File: src/rtl/assert_macros.svh
// ----------------------------------------------------------------------------
// assert_macros: shared concurrent assertion helpers
// clocked property checks, with and without a reset qualifier
// ----------------------------------------------------------------------------
`ifndef ASSERT_MACROS_SVH
`define ASSERT_MACROS_SVH

// property checked on every rising edge, masked while reset is held
`define ASSERT_RST(label, clk, rst_n, prop, msg) \
    label: assert property (@(posedge clk) disable iff (!(rst_n)) (prop)) \
        else $error(msg);

// property checked on every rising edge, reset included
`define ASSERT_ALWAYS(label, clk, prop, msg) \
    label: assert property (@(posedge clk) (prop)) else $error(msg);

`endif

File: src/rtl/spq_pkg.sv
// ----------------------------------------------------------------------------
// spq_pkg: shared definitions of the sorted priority queue
// operation codes and the control word broadcast to every cell
// ----------------------------------------------------------------------------
`timescale 1ns / 1ps

package spq_pkg;

    // operation codes carried in tuser of an input item
    localparam logic OP_INSERT = 1'b0;
    localparam logic OP_REMOVE = 1'b1;

    // control word broadcast along the cell chain
    typedef struct packed {
        logic ins;  // insert that will be done this cycle
        logic rem;  // remove that will be done this cycle
    } t_cell_ctrl;

endpackage

File: src/rtl/spq_cell.sv
// ----------------------------------------------------------------------------
// spq_cell: one slot of the sorted queue
// holds a tag and a priority; keeps, loads the new entry or shifts by one
// ----------------------------------------------------------------------------
`timescale 1ns / 1ps

module spq_cell #(
    parameter int TAG_BITS  = 16,
    parameter int PRIO_BITS = 16
) (
    input  logic                  i_clk,
    input  spq_pkg::t_cell_ctrl   i_ctrl,
    input  logic                  i_valid,      // slot lies below the count
    input  logic [TAG_BITS-1:0]   i_new_tag,
    input  logic [PRIO_BITS-1:0]  i_new_prio,
    input  logic                  i_prev_ge,    // slot nearer the head keeps its entry
    input  logic [TAG_BITS-1:0]   i_prev_tag,
    input  logic [PRIO_BITS-1:0]  i_prev_prio,
    input  logic [TAG_BITS-1:0]   i_next_tag,
    input  logic [PRIO_BITS-1:0]  i_next_prio,
    output logic                  o_ge,
    output logic [TAG_BITS-1:0]   o_tag,
    output logic [PRIO_BITS-1:0]  o_prio,
    output logic [TAG_BITS-1:0]   o_n_tag,
    output logic [PRIO_BITS-1:0]  o_n_prio
);

    logic [TAG_BITS-1:0]  r_tag;
    logic [PRIO_BITS-1:0] r_prio;
    logic [TAG_BITS-1:0]  n_tag;
    logic [PRIO_BITS-1:0] n_prio;

    // stored entry stays ahead of the new one on equal or higher priority
    assign o_ge = i_valid && (r_prio >= i_new_prio);

    // next slot contents
    always_comb begin
        n_tag  = r_tag;
        n_prio = r_prio;
        if (i_ctrl.ins) begin
            if (!o_ge) begin
                if (i_prev_ge) begin
                    n_tag  = i_new_tag;
                    n_prio = i_new_prio;
                end else begin
                    n_tag  = i_prev_tag;
                    n_prio = i_prev_prio;
                end
            end
        end else if (i_ctrl.rem) begin
            n_tag  = i_next_tag;
            n_prio = i_next_prio;
        end
    end

    // slot register, payload only
    always_ff @(posedge i_clk) begin
        r_tag  <= n_tag;
        r_prio <= n_prio;
    end

    assign o_tag    = r_tag;
    assign o_prio   = r_prio;
    assign o_n_tag  = n_tag;
    assign o_n_prio = n_prio;

endmodule

File: src/rtl/sorted_priority_queue_unit.sv
// ----------------------------------------------------------------------------
// sorted_priority_queue_unit: bounded priority queue in a row of cells
// insert or remove one item per cycle unless the output stalls, result with head and occupancy
// ----------------------------------------------------------------------------
// The queue takes one item per clock cycle, insert or remove. The result of an
// item is loaded into the output register at the edge that accepts the item
// and is offered from the next cycle on, held there until taken. A new item
// is accepted in the same cycle as the waiting result is taken. While a result
// waits and the receiver holds off, the input stalls. With the receiver always
// ready the sustained rate is one item every cycle. The rate is set by the row
// of DEPTH cells: every cell compares its own priority with the new one and
// decides locally whether to keep, load or shift. The head is always cell 0.
// Equal priorities leave in arrival order. After reset the queue is empty at
// once, with no clearing pass.
`timescale 1ns / 1ps
`include "assert_macros.svh"

module sorted_priority_queue_unit #(
    parameter int DEPTH     = 16,
    parameter int TAG_BITS  = 16,
    parameter int PRIO_BITS = 16,
    localparam int CNT_W    = $clog2(DEPTH + 1),
    localparam int IN_W     = ((TAG_BITS + PRIO_BITS + 7) / 8) * 8,
    localparam int OUT_RAW  = 1 + TAG_BITS + PRIO_BITS + CNT_W + 2,
    localparam int OUT_W    = ((OUT_RAW + 7) / 8) * 8
) (
    input  logic             i_clk,
    input  logic             i_rst_n,
    // input items
    input  logic             i_s_axis_tvalid,
    output logic             o_s_axis_tready,
    input  logic [IN_W-1:0]  i_s_axis_tdata,   // tag, priority_req
    input  logic             i_s_axis_tuser,   // op
    // result items
    output logic             o_m_axis_tvalid,
    input  logic             i_m_axis_tready,
    output logic [OUT_W-1:0] o_m_axis_tdata    // accepted, head_tag, head_priority,
                                               // occupancy, is_empty, is_full
);

    localparam int TAG_LO  = 1;
    localparam int PRIO_LO = TAG_LO + TAG_BITS;
    localparam int OCC_LO  = PRIO_LO + PRIO_BITS;
    localparam int EMP_BIT = OCC_LO + CNT_W;
    localparam int FUL_BIT = EMP_BIT + 1;

    logic [CNT_W-1:0]     r_count;
    logic [CNT_W-1:0]     n_count;
    logic                 r_out_valid;
    logic                 n_out_valid;
    logic [OUT_W-1:0]     r_out_data;
    logic [OUT_W-1:0]     n_out_data;

    logic                 w_accept;
    logic                 w_full;
    logic                 w_empty;
    logic                 w_done;
    logic [TAG_BITS-1:0]  w_new_tag;
    logic [PRIO_BITS-1:0] w_new_prio;
    spq_pkg::t_cell_ctrl  w_ctrl;

    logic                 w_ge     [DEPTH];
    logic [TAG_BITS-1:0]  w_tag    [DEPTH];
    logic [PRIO_BITS-1:0] w_prio   [DEPTH];
    logic [TAG_BITS-1:0]  w_n_tag  [DEPTH];
    logic [PRIO_BITS-1:0] w_n_prio [DEPTH];

    // input handshake and field split
    assign o_s_axis_tready = !r_out_valid || i_m_axis_tready;
    assign w_accept        = i_s_axis_tvalid && o_s_axis_tready;
    assign w_new_tag       = i_s_axis_tdata[TAG_BITS-1:0];
    assign w_new_prio      = i_s_axis_tdata[TAG_BITS +: PRIO_BITS];

    assign w_full  = (r_count == CNT_W'(DEPTH));
    assign w_empty = (r_count == '0);

    // operation decode, rejected items leave the cells alone
    always_comb begin
        w_ctrl.ins = w_accept && (i_s_axis_tuser == spq_pkg::OP_INSERT) && !w_full;
        w_ctrl.rem = w_accept && (i_s_axis_tuser == spq_pkg::OP_REMOVE) && !w_empty;
    end
    assign w_done = w_ctrl.ins || w_ctrl.rem;

    // cell row, head in cell 0
    for (genvar gi = 0; gi < DEPTH; gi++) begin : g_cell
        logic                 w_valid;
        logic                 w_prev_ge;
        logic [TAG_BITS-1:0]  w_prev_tag;
        logic [PRIO_BITS-1:0] w_prev_prio;
        logic [TAG_BITS-1:0]  w_next_tag;
        logic [PRIO_BITS-1:0] w_next_prio;

        assign w_valid = (CNT_W'(gi) < r_count);

        if (gi == 0) begin : g_first
            assign w_prev_ge   = 1'b1;
            assign w_prev_tag  = w_new_tag;
            assign w_prev_prio = w_new_prio;
        end else begin : g_inner
            assign w_prev_ge   = w_ge[gi-1];
            assign w_prev_tag  = w_tag[gi-1];
            assign w_prev_prio = w_prio[gi-1];
        end

        if (gi == DEPTH - 1) begin : g_last
            assign w_next_tag  = w_tag[gi];
            assign w_next_prio = w_prio[gi];
        end else begin : g_body
            assign w_next_tag  = w_tag[gi+1];
            assign w_next_prio = w_prio[gi+1];
        end

        spq_cell #(
            .TAG_BITS  (TAG_BITS),
            .PRIO_BITS (PRIO_BITS)
        ) u_cell (
            .i_clk       (i_clk),
            .i_ctrl      (w_ctrl),
            .i_valid     (w_valid),
            .i_new_tag   (w_new_tag),
            .i_new_prio  (w_new_prio),
            .i_prev_ge   (w_prev_ge),
            .i_prev_tag  (w_prev_tag),
            .i_prev_prio (w_prev_prio),
            .i_next_tag  (w_next_tag),
            .i_next_prio (w_next_prio),
            .o_ge        (w_ge[gi]),
            .o_tag       (w_tag[gi]),
            .o_prio      (w_prio[gi]),
            .o_n_tag     (w_n_tag[gi]),
            .o_n_prio    (w_n_prio[gi])
        );
    end

    // occupancy after the item
    always_comb begin
        n_count = r_count;
        if (w_ctrl.ins) begin
            n_count = r_count + CNT_W'(1);
        end else if (w_ctrl.rem) begin
            n_count = r_count - CNT_W'(1);
        end
    end

    // result word from the state after the item
    always_comb begin
        n_out_data = '0;
        n_out_data[0] = w_done;
        if (n_count != '0) begin
            n_out_data[TAG_LO +: TAG_BITS]   = w_n_tag[0];
            n_out_data[PRIO_LO +: PRIO_BITS] = w_n_prio[0];
        end
        n_out_data[OCC_LO +: CNT_W] = n_count;
        n_out_data[EMP_BIT]         = (n_count == '0);
        n_out_data[FUL_BIT]         = (n_count == CNT_W'(DEPTH));
    end

    // output register valid
    always_comb begin
        n_out_valid = r_out_valid;
        if (w_accept) begin
            n_out_valid = 1'b1;
        end else if (i_m_axis_tready) begin
            n_out_valid = 1'b0;
        end
    end

    // control registers
    always_ff @(posedge i_clk) begin
        if (!i_rst_n) begin
            r_count     <= '0;
            r_out_valid <= 1'b0;
        end else begin
            r_count     <= n_count;
            r_out_valid <= n_out_valid;
        end
    end

    // result payload
    always_ff @(posedge i_clk) begin
        if (w_accept) begin
            r_out_data <= n_out_data;
        end
    end

    assign o_m_axis_tvalid = r_out_valid;
    assign o_m_axis_tdata  = r_out_data;

    // checks
    `ASSERT_ALWAYS(a_count_bound, i_clk, !i_rst_n || (r_count <= CNT_W'(DEPTH)), "count beyond depth")
    `ASSERT_RST(a_remove_count, i_clk, i_rst_n, w_ctrl.rem |=> r_count == $past(r_count) - CNT_W'(1), "remove did not drop count")
    `ASSERT_RST(a_reject_full, i_clk, i_rst_n, (w_accept && i_s_axis_tuser == spq_pkg::OP_INSERT && w_full) |=> $stable(r_count), "insert while full changed count")
    `ASSERT_RST(a_head_order, i_clk, i_rst_n, (r_count >= CNT_W'(2)) |-> (w_prio[0] >= w_prio[1]), "head not highest priority")

endmodule
File: config.mk
export PLATFORM = sky130hd
export DESIGN_NAME = sorted_priority_queue_unit
export DESIGN_NICKNAME = d
export VERILOG_FILES = /design/src/rtl/spq_pkg.sv /design/src/rtl/spq_cell.sv /design/src/rtl/sorted_priority_queue_unit.sv
export VERILOG_INCLUDE_DIRS = /design/src /design/src/rtl
export SDC_FILE = /design/constraint.sdc
export NUM_CORES = 2
export LEC_CHECK = 0
export ABC_AREA = 1
export BUFFER_PORTS_ARGS = -buffer_cell sky130_fd_sc_hd__buf_2
export CAP_MARGIN = 0
export CELL_PAD_IN_SITES_DETAIL_PLACEMENT = 1
export CELL_PAD_IN_SITES_GLOBAL_PLACEMENT = 1
export CORE_MARGIN = 2
export CORE_UTILIZATION = 46
export DETAILED_ROUTE_END_ITERATION = 7
export GPL_TIMING_DRIVEN = 0
export PLACE_DENSITY = 0.87
export SYNTH_ARGS = -nofsm -noshare
export SYNTH_HDL_FRONTEND = slang
export SYNTH_HIERARCHICAL = 1
export SYNTH_SLANG_ARGS = --single-unit
File: constraint.sdc
create_clock -name i_clk -period 3.2 [get_ports i_clk]
set_input_delay 0.64 -clock i_clk [delete_from_list [all_inputs] [get_ports i_clk]]
set_output_delay 0.64 -clock i_clk [all_outputs]
set_load 0.1 [all_outputs]
---- Word level (Yosys, flattened, before mapping) ----
Cells that the tools add are included.
storage, ports and cells
  register bits after elaboration ......... 558
  latch bits .............................. 0
  RAM bits ................................ 0
  bits in read-only memories .............. 0
  bits of input ports ..................... 37
  output and inout bits ................... 42
  word-level logic and storage cells ...... 258
  memories ................................ 0
operators by class
  $add $sub $neg .......................... 2
  multipliers ............................. 0
  div/mod/pow operators ................... 0
  $lt $le $gt $ge ......................... 32
  eq/ne operators ......................... 16
  shift operators ......................... 0
  muxes and demuxes ....................... 124
  bitwise logic cells ..................... 2
  reductions and logical operators ........ 46
operator list
  operator                                                                     number
  16-bit two-way mux                                                           120
  16-bit >= comparator                                                         16
  4-bit by 5-bit less-than comparator with 1-bit output, first input constant  8
  2-bit AND reduction                                                          15
  2-bit != test, second input constant                                         14
  1-bit logical AND                                                            21
  3-bit by 5-bit less-than comparator with 1-bit output, first input constant  4
  5-bit == test, second input constant                                         2
  5-bit zero test                                                              2
  1-bit by 5-bit less-than comparator with 1-bit output, first input constant  2
  2-bit by 5-bit less-than comparator with 1-bit output, first input constant  2
  5-bit two-way mux                                                            2
  5-bit by 1-bit adder with 5-bit output, second input constant                1
  5-bit nonzero test                                                           1
  5-bit by 1-bit subtractor with 5-bit output, second input constant           1
  2-bit nonzero test                                                           2
  1-bit zero test                                                              3
  1-bit logical OR                                                             2
  1-bit two-way mux                                                            2
  1-bit NOT                                                                    2

---- Longest topological paths before layout ----
  depth in word-level cells ............... 8
  mapped depth ............................ 21
  gate-level depth less buffers ........... 18

---- Hierarchy ----
Netlist, hierarchy kept.
modules (own cells, without submodules)
  module                            instances  cells each  area an instance (sq um)  seq. area each (sq um)
  spq_cell at g_cell[0].u_cell ...  11         402         2534.9                    640.6
  spq_cell at g_cell[5].u_cell ...  5          402         2536.2                    640.6
  sorted_priority_queue_unit        1          216         2192.1                    1321.3

---- Worst setup path after synthesis ----
Ideal clock, no wire load.
  path kind ............................... register to register
  start point ............................. register r_out_valid, in the netlist o_m_axis_tvalid
  end point ............................... register r_out_data[15], in the netlist o_m_axis_tdata[15], data pin
  setup time .............................. 0.249 ns
  arrival ................................. 3.322 ns
  data required time ...................... 2.951 ns
  slack ................................... -0.371 ns
  cell stages (with the launch flop) ...... 13
  path buffers ............................ 1
  clock period less this slack ............ 3.571 ns
  cells stage by stage .................... dfxtp_1 nand2_2 nand2_1 inv_1 nand3_2 nand3_1 nand2_2 inv_2 nor2_2 nand3_4 buf_6 nand2_1 inv_1
between the ends
  word-level cells in the longest chain between the ends .. 8
  elaborated cells on any way between the ends .. 12
  those cells by class .................... mux (4); reduce/logical (8)
RTL lines
  item                            RTL line                           source
  start, declared                 sorted_priority_queue_unit.sv:49   logic r_out_valid;
  start signal, assigned          sorted_priority_queue_unit.sv:175  r_out_valid <= n_out_valid;
  1-bit zero test *               sorted_priority_queue_unit.sv:69   assign o_s_axis_tready = !r_out_valid || i_m_axis_tready;
  1-bit logical OR *              sorted_priority_queue_unit.sv:69
  via o_s_axis_tready             sorted_priority_queue_unit.sv:31   output logic o_s_axis_tready,
  1-bit logical AND *             sorted_priority_queue_unit.sv:70   assign w_accept = i_s_axis_tvalid && o_s_axis_tready;
  1-bit logical AND (2 in a row)  sorted_priority_queue_unit.sv:80   w_ctrl.rem = w_accept && (i_s_axis_tuser == spq_pkg::OP_REMOVE) && !w_empty;
  5-bit two-way mux               sorted_priority_queue_unit.sv:140  end else if (w_ctrl.rem) begin
  5-bit two-way mux *             sorted_priority_queue_unit.sv:138  if (w_ctrl.ins) begin
  via n_count[0]                  sorted_priority_queue_unit.sv:48   logic [CNT_W-1:0] n_count;
  5-bit nonzero test *            sorted_priority_queue_unit.sv:149  if (n_count != '0) begin
  end signal, assigned            sorted_priority_queue_unit.sv:182  r_out_data <= n_out_data;
  end, declared                   sorted_priority_queue_unit.sv:51   logic [OUT_W-1:0] r_out_data;
The timed path passes the listed nets; every way through them passes the cells marked *.
A chain may end at the register's enable or synchronous reset.

==> results.yml <==
run_status:
  status: "completed"
floorplanning:
  fp.dieW_um: 309
  initial_utilization: 0.465
  pin_count: 79
  placementRows: 111
  floorplan.die.height_um: 309
  coreArea_um2: 91900
  design.die.area_um2: 95400
clock_network:
  cts_inserted_buffers: 71
  clk_path_buf_depth: 3
  clk_transition_reported_paths_ps: 70
  ctsRootBufferMaster: "clkbuf_16"
  clkSinkCount: 558
  tritoncts: "built"
  cts.htree.levels: 3
  clk-insertion-delay-late_ps: 660
pwr:
  cellPowerDensity_nw_per_um2: 978
  netSwitchingFraction: 0.489
  share_clk_of_total_power: 0.183
  vdd_ir_drop_max_mv: 0.458
  intPower_mw: 23.6
  power.share.sequential: 0.326
  power.static_leakage_nw: 23.3
  power_frac_comb: 0.491
  total_switching_power_mw: 22.6
place:
  hpwlAfterDp_um: 122000
  gpl.final_weighted_congestion: 0.883
  io_buffer_count: 78
  placed_area_um2: 44700
critical_path:
  cp_delay_by_family_top: "buffers and inverters"
  crit_cells: 13
  critical_path.slowest_cell: "dfxtp_1"
  worst-r2r-setup-slack_ps: 5
  timing.critical_path.from: "r_count[0]"
  worst_ep_required_time_ps: 3740
  timing.rr.start: "r_count[0]"
  crit-reg2reg-capture: "g_cell[1].u_cell/o_tag[4]"
  cp-start-kind: "register"
  worstPathBufferInverterCount: 6
  end_point_of_the_critical_path: "g_cell[1].u_cell/o_tag[4]"
  timing.setup.critical_path_class: "register to register"
  cp.arrival_ps: 3740
  r2r_cells: 13
  cp-end-kind: "register"
  cp_slowest_stage_delay_ps: 540
  crit_path_frequent_cell: "nand2_1"
  timing.critical_path.cells: "inv_1 -> ha_1 -> nand2_1 -> inv_1 -> nand2_1 -> inv_2 -> nor2_4 -> buf_4 -> clkbuf_1 -> buf_1 -> a21oi_1 -> o21ai_0 -> nand2_1"
  critPathMaxFanout: 10
job:
  maxCapViolCount: 0
logic_synthesis:
  syn-mean-instance-area_um2: 6.43
  postSynthCellCount: 6647
  synth_area_um2: 42800
  yosys_warnings: 6
drt:
  vias_per_cell: 5.82
  dr.pass1.iters: 6
  detail_route.drc_violations: 0
  drt_iter0_markers: 3596
  postRouteWirelength_um: 168000
  m1WireLength_um: 67400
  top_signal_layer_used: "met5"
  wl_met2_um: 81600
  num_vias: 47200
  route.detailed.wl_per_inst_um: 20.7
  detailroute.wirelength.met3_um: 8850
  remaining_antenna_violation_count: 0
global_route:
  global_route.overflow_total: 0
  grt_pass1_wl_um: 260000
  grt_max_degree: 42
  track_usage: 0.340
  grt_pass1_vias: 48500
  antenna_found_initial: 3
timing:
  final-setup-viol-count: 0
  report.final.hold_viol_count: 0
  max_freq_mhz: 313
  clock-skew-final_ps: 22.0
  slew-limit-headroom: 0.301
  worst_hold_slack_ps: 293
  slew_viol_final: 0
  tightest_slew_ps: 1040
  fin_crit_sh: 0.998
  fin_crit_ps: 3190
worst_hold_path:
  hp-class: "input pin to register"
  worstHoldStart: "i_m_axis_tready"
finish:
  area_overhead_vs_synth_pct: 10.6
  fraction_of_final_layout_cells_sized_beyond_drive_strength_1: 0.0808
  finalNetCount: 7104
  fin_util: 0.514
  finalInstanceArea_um2: 47300
==> worst min-delay path by stage <==
stage / end / slack [ps] / cells past startpoint
floorplan: g_cell[10].u_cell/o_tag[10] / 450 / 2
global placement: g_cell[15].u_cell/o_tag[13] / 490 / 2
detailed placement: g_cell[4].u_cell/o_tag[7] / 500 / 2
CTS: o_m_axis_tvalid / 270 / 4
global route: o_m_axis_tvalid / 290 / 4
finish: o_m_axis_tvalid / 290 / 4
==> per-layer routing <==
metal | GRT usage | up-vias
li1 | - | 22300
met5 | 0 | -
met4 | 0.194 | 2
met2 | 0.600 | 1451
met1 | 0.391 | 22900
met3 | 0.0529 | 574
==> worst reg2reg max path, stage by stage (launching register included) <==
cell and delay, ps:
dfxtp_1 540, inv_1 230, ha_1 320, nand2_1 120, inv_1 50, nand2_1 140, inv_2 120, nor2_4 140
buf_4 190, clkbuf_1 400, buf_1 460, a21oi_1 130, o21ai_0 140, nand2_1 80
==> power by group through the flow <==
| stage | clock [mW] | sequential, mW | combinational [mW] |
|---|---|---|---|
| finish | 8.46 | 15.1 | 22.7 |
| global route | 8.84 | 15.3 | 25.5 |
| CTS | 8.58 | 15.0 | 22.3 |
| detailed placement | 0 | 15.1 | 21.9 |
| global placement | 0 | 15.1 | 20.8 |
| floorplan | 0 | 13.5 | 16.1 |
==> timing repair <==
| action | CTS | global route |
|---|---|---|
| pin swaps | 2 | 2 |
| cloned | 1 | 1 |
| hold buffers | 0 | 0 |
| resized for setup | 18 | 74 |
| setup endpoints to repair | 513 | 477 |
| buffers inserted | 3 | 6 |
==> per-stage QoR <==
| stage | setup TNS, ps | power (mW) | instances | worst slack, ps |
|---|---|---|---|---|
| 2_1_floorplan | 0 | 29.6 | 6648 | 160 |
| 3_3_place_gp | -288230 | 35.8 | 7969 | -751 |
| 3_5_place_dp | -316010 | 37.0 | 7970 | -902 |
| 4_1_cts | 0 | 45.9 | 8099 | 6.90 |
| 5_1_grt | -1780 | 49.6 | 8102 | -73.4 |
| 6_report | 0 | 46.2 | 8103 | 5.44 |
==> registers in the layout, indices dropped and copies added (netlist names) <==
signal,flops
o_m_axis_tvalid,1
o_m_axis_tdata,40
r_count,5
g_cell.u_cell/o_tag,256
g_cell.u_cell/o_prio,256
==> cells in the final DEF, fill, tap and decap left out, drive strengths merged, types with 76 or more instances in the layout <==
cell and count:
nor2 76, nand3 1040, inv 899, dfxtp 518, mux2i 272, nand2 1622
o21ai 790, clkbuf 336, ha 260, buf 295, a21oi 628
==> cell type report <==
| cell class | count | area (um2) |
|---|---|---|
| clock buffer | 95 | 1940 |
| inverter | 897 | 3370 |
| multi-input combinational | 4742 | 25400 |
| buffer | 448 | 2460 |
| clock inverter | 30 | 412 |
| antenna | 1 | 2.50 |
| timing repair buffer | 88 | 537 |
| tap | 1243 | 1560 |
| timing repair inverter | 1 | 5.00 |
| fill | 12600 | 44700 |
| sequential | 558 | 11600 |
(Power assumes the default switching activity.)
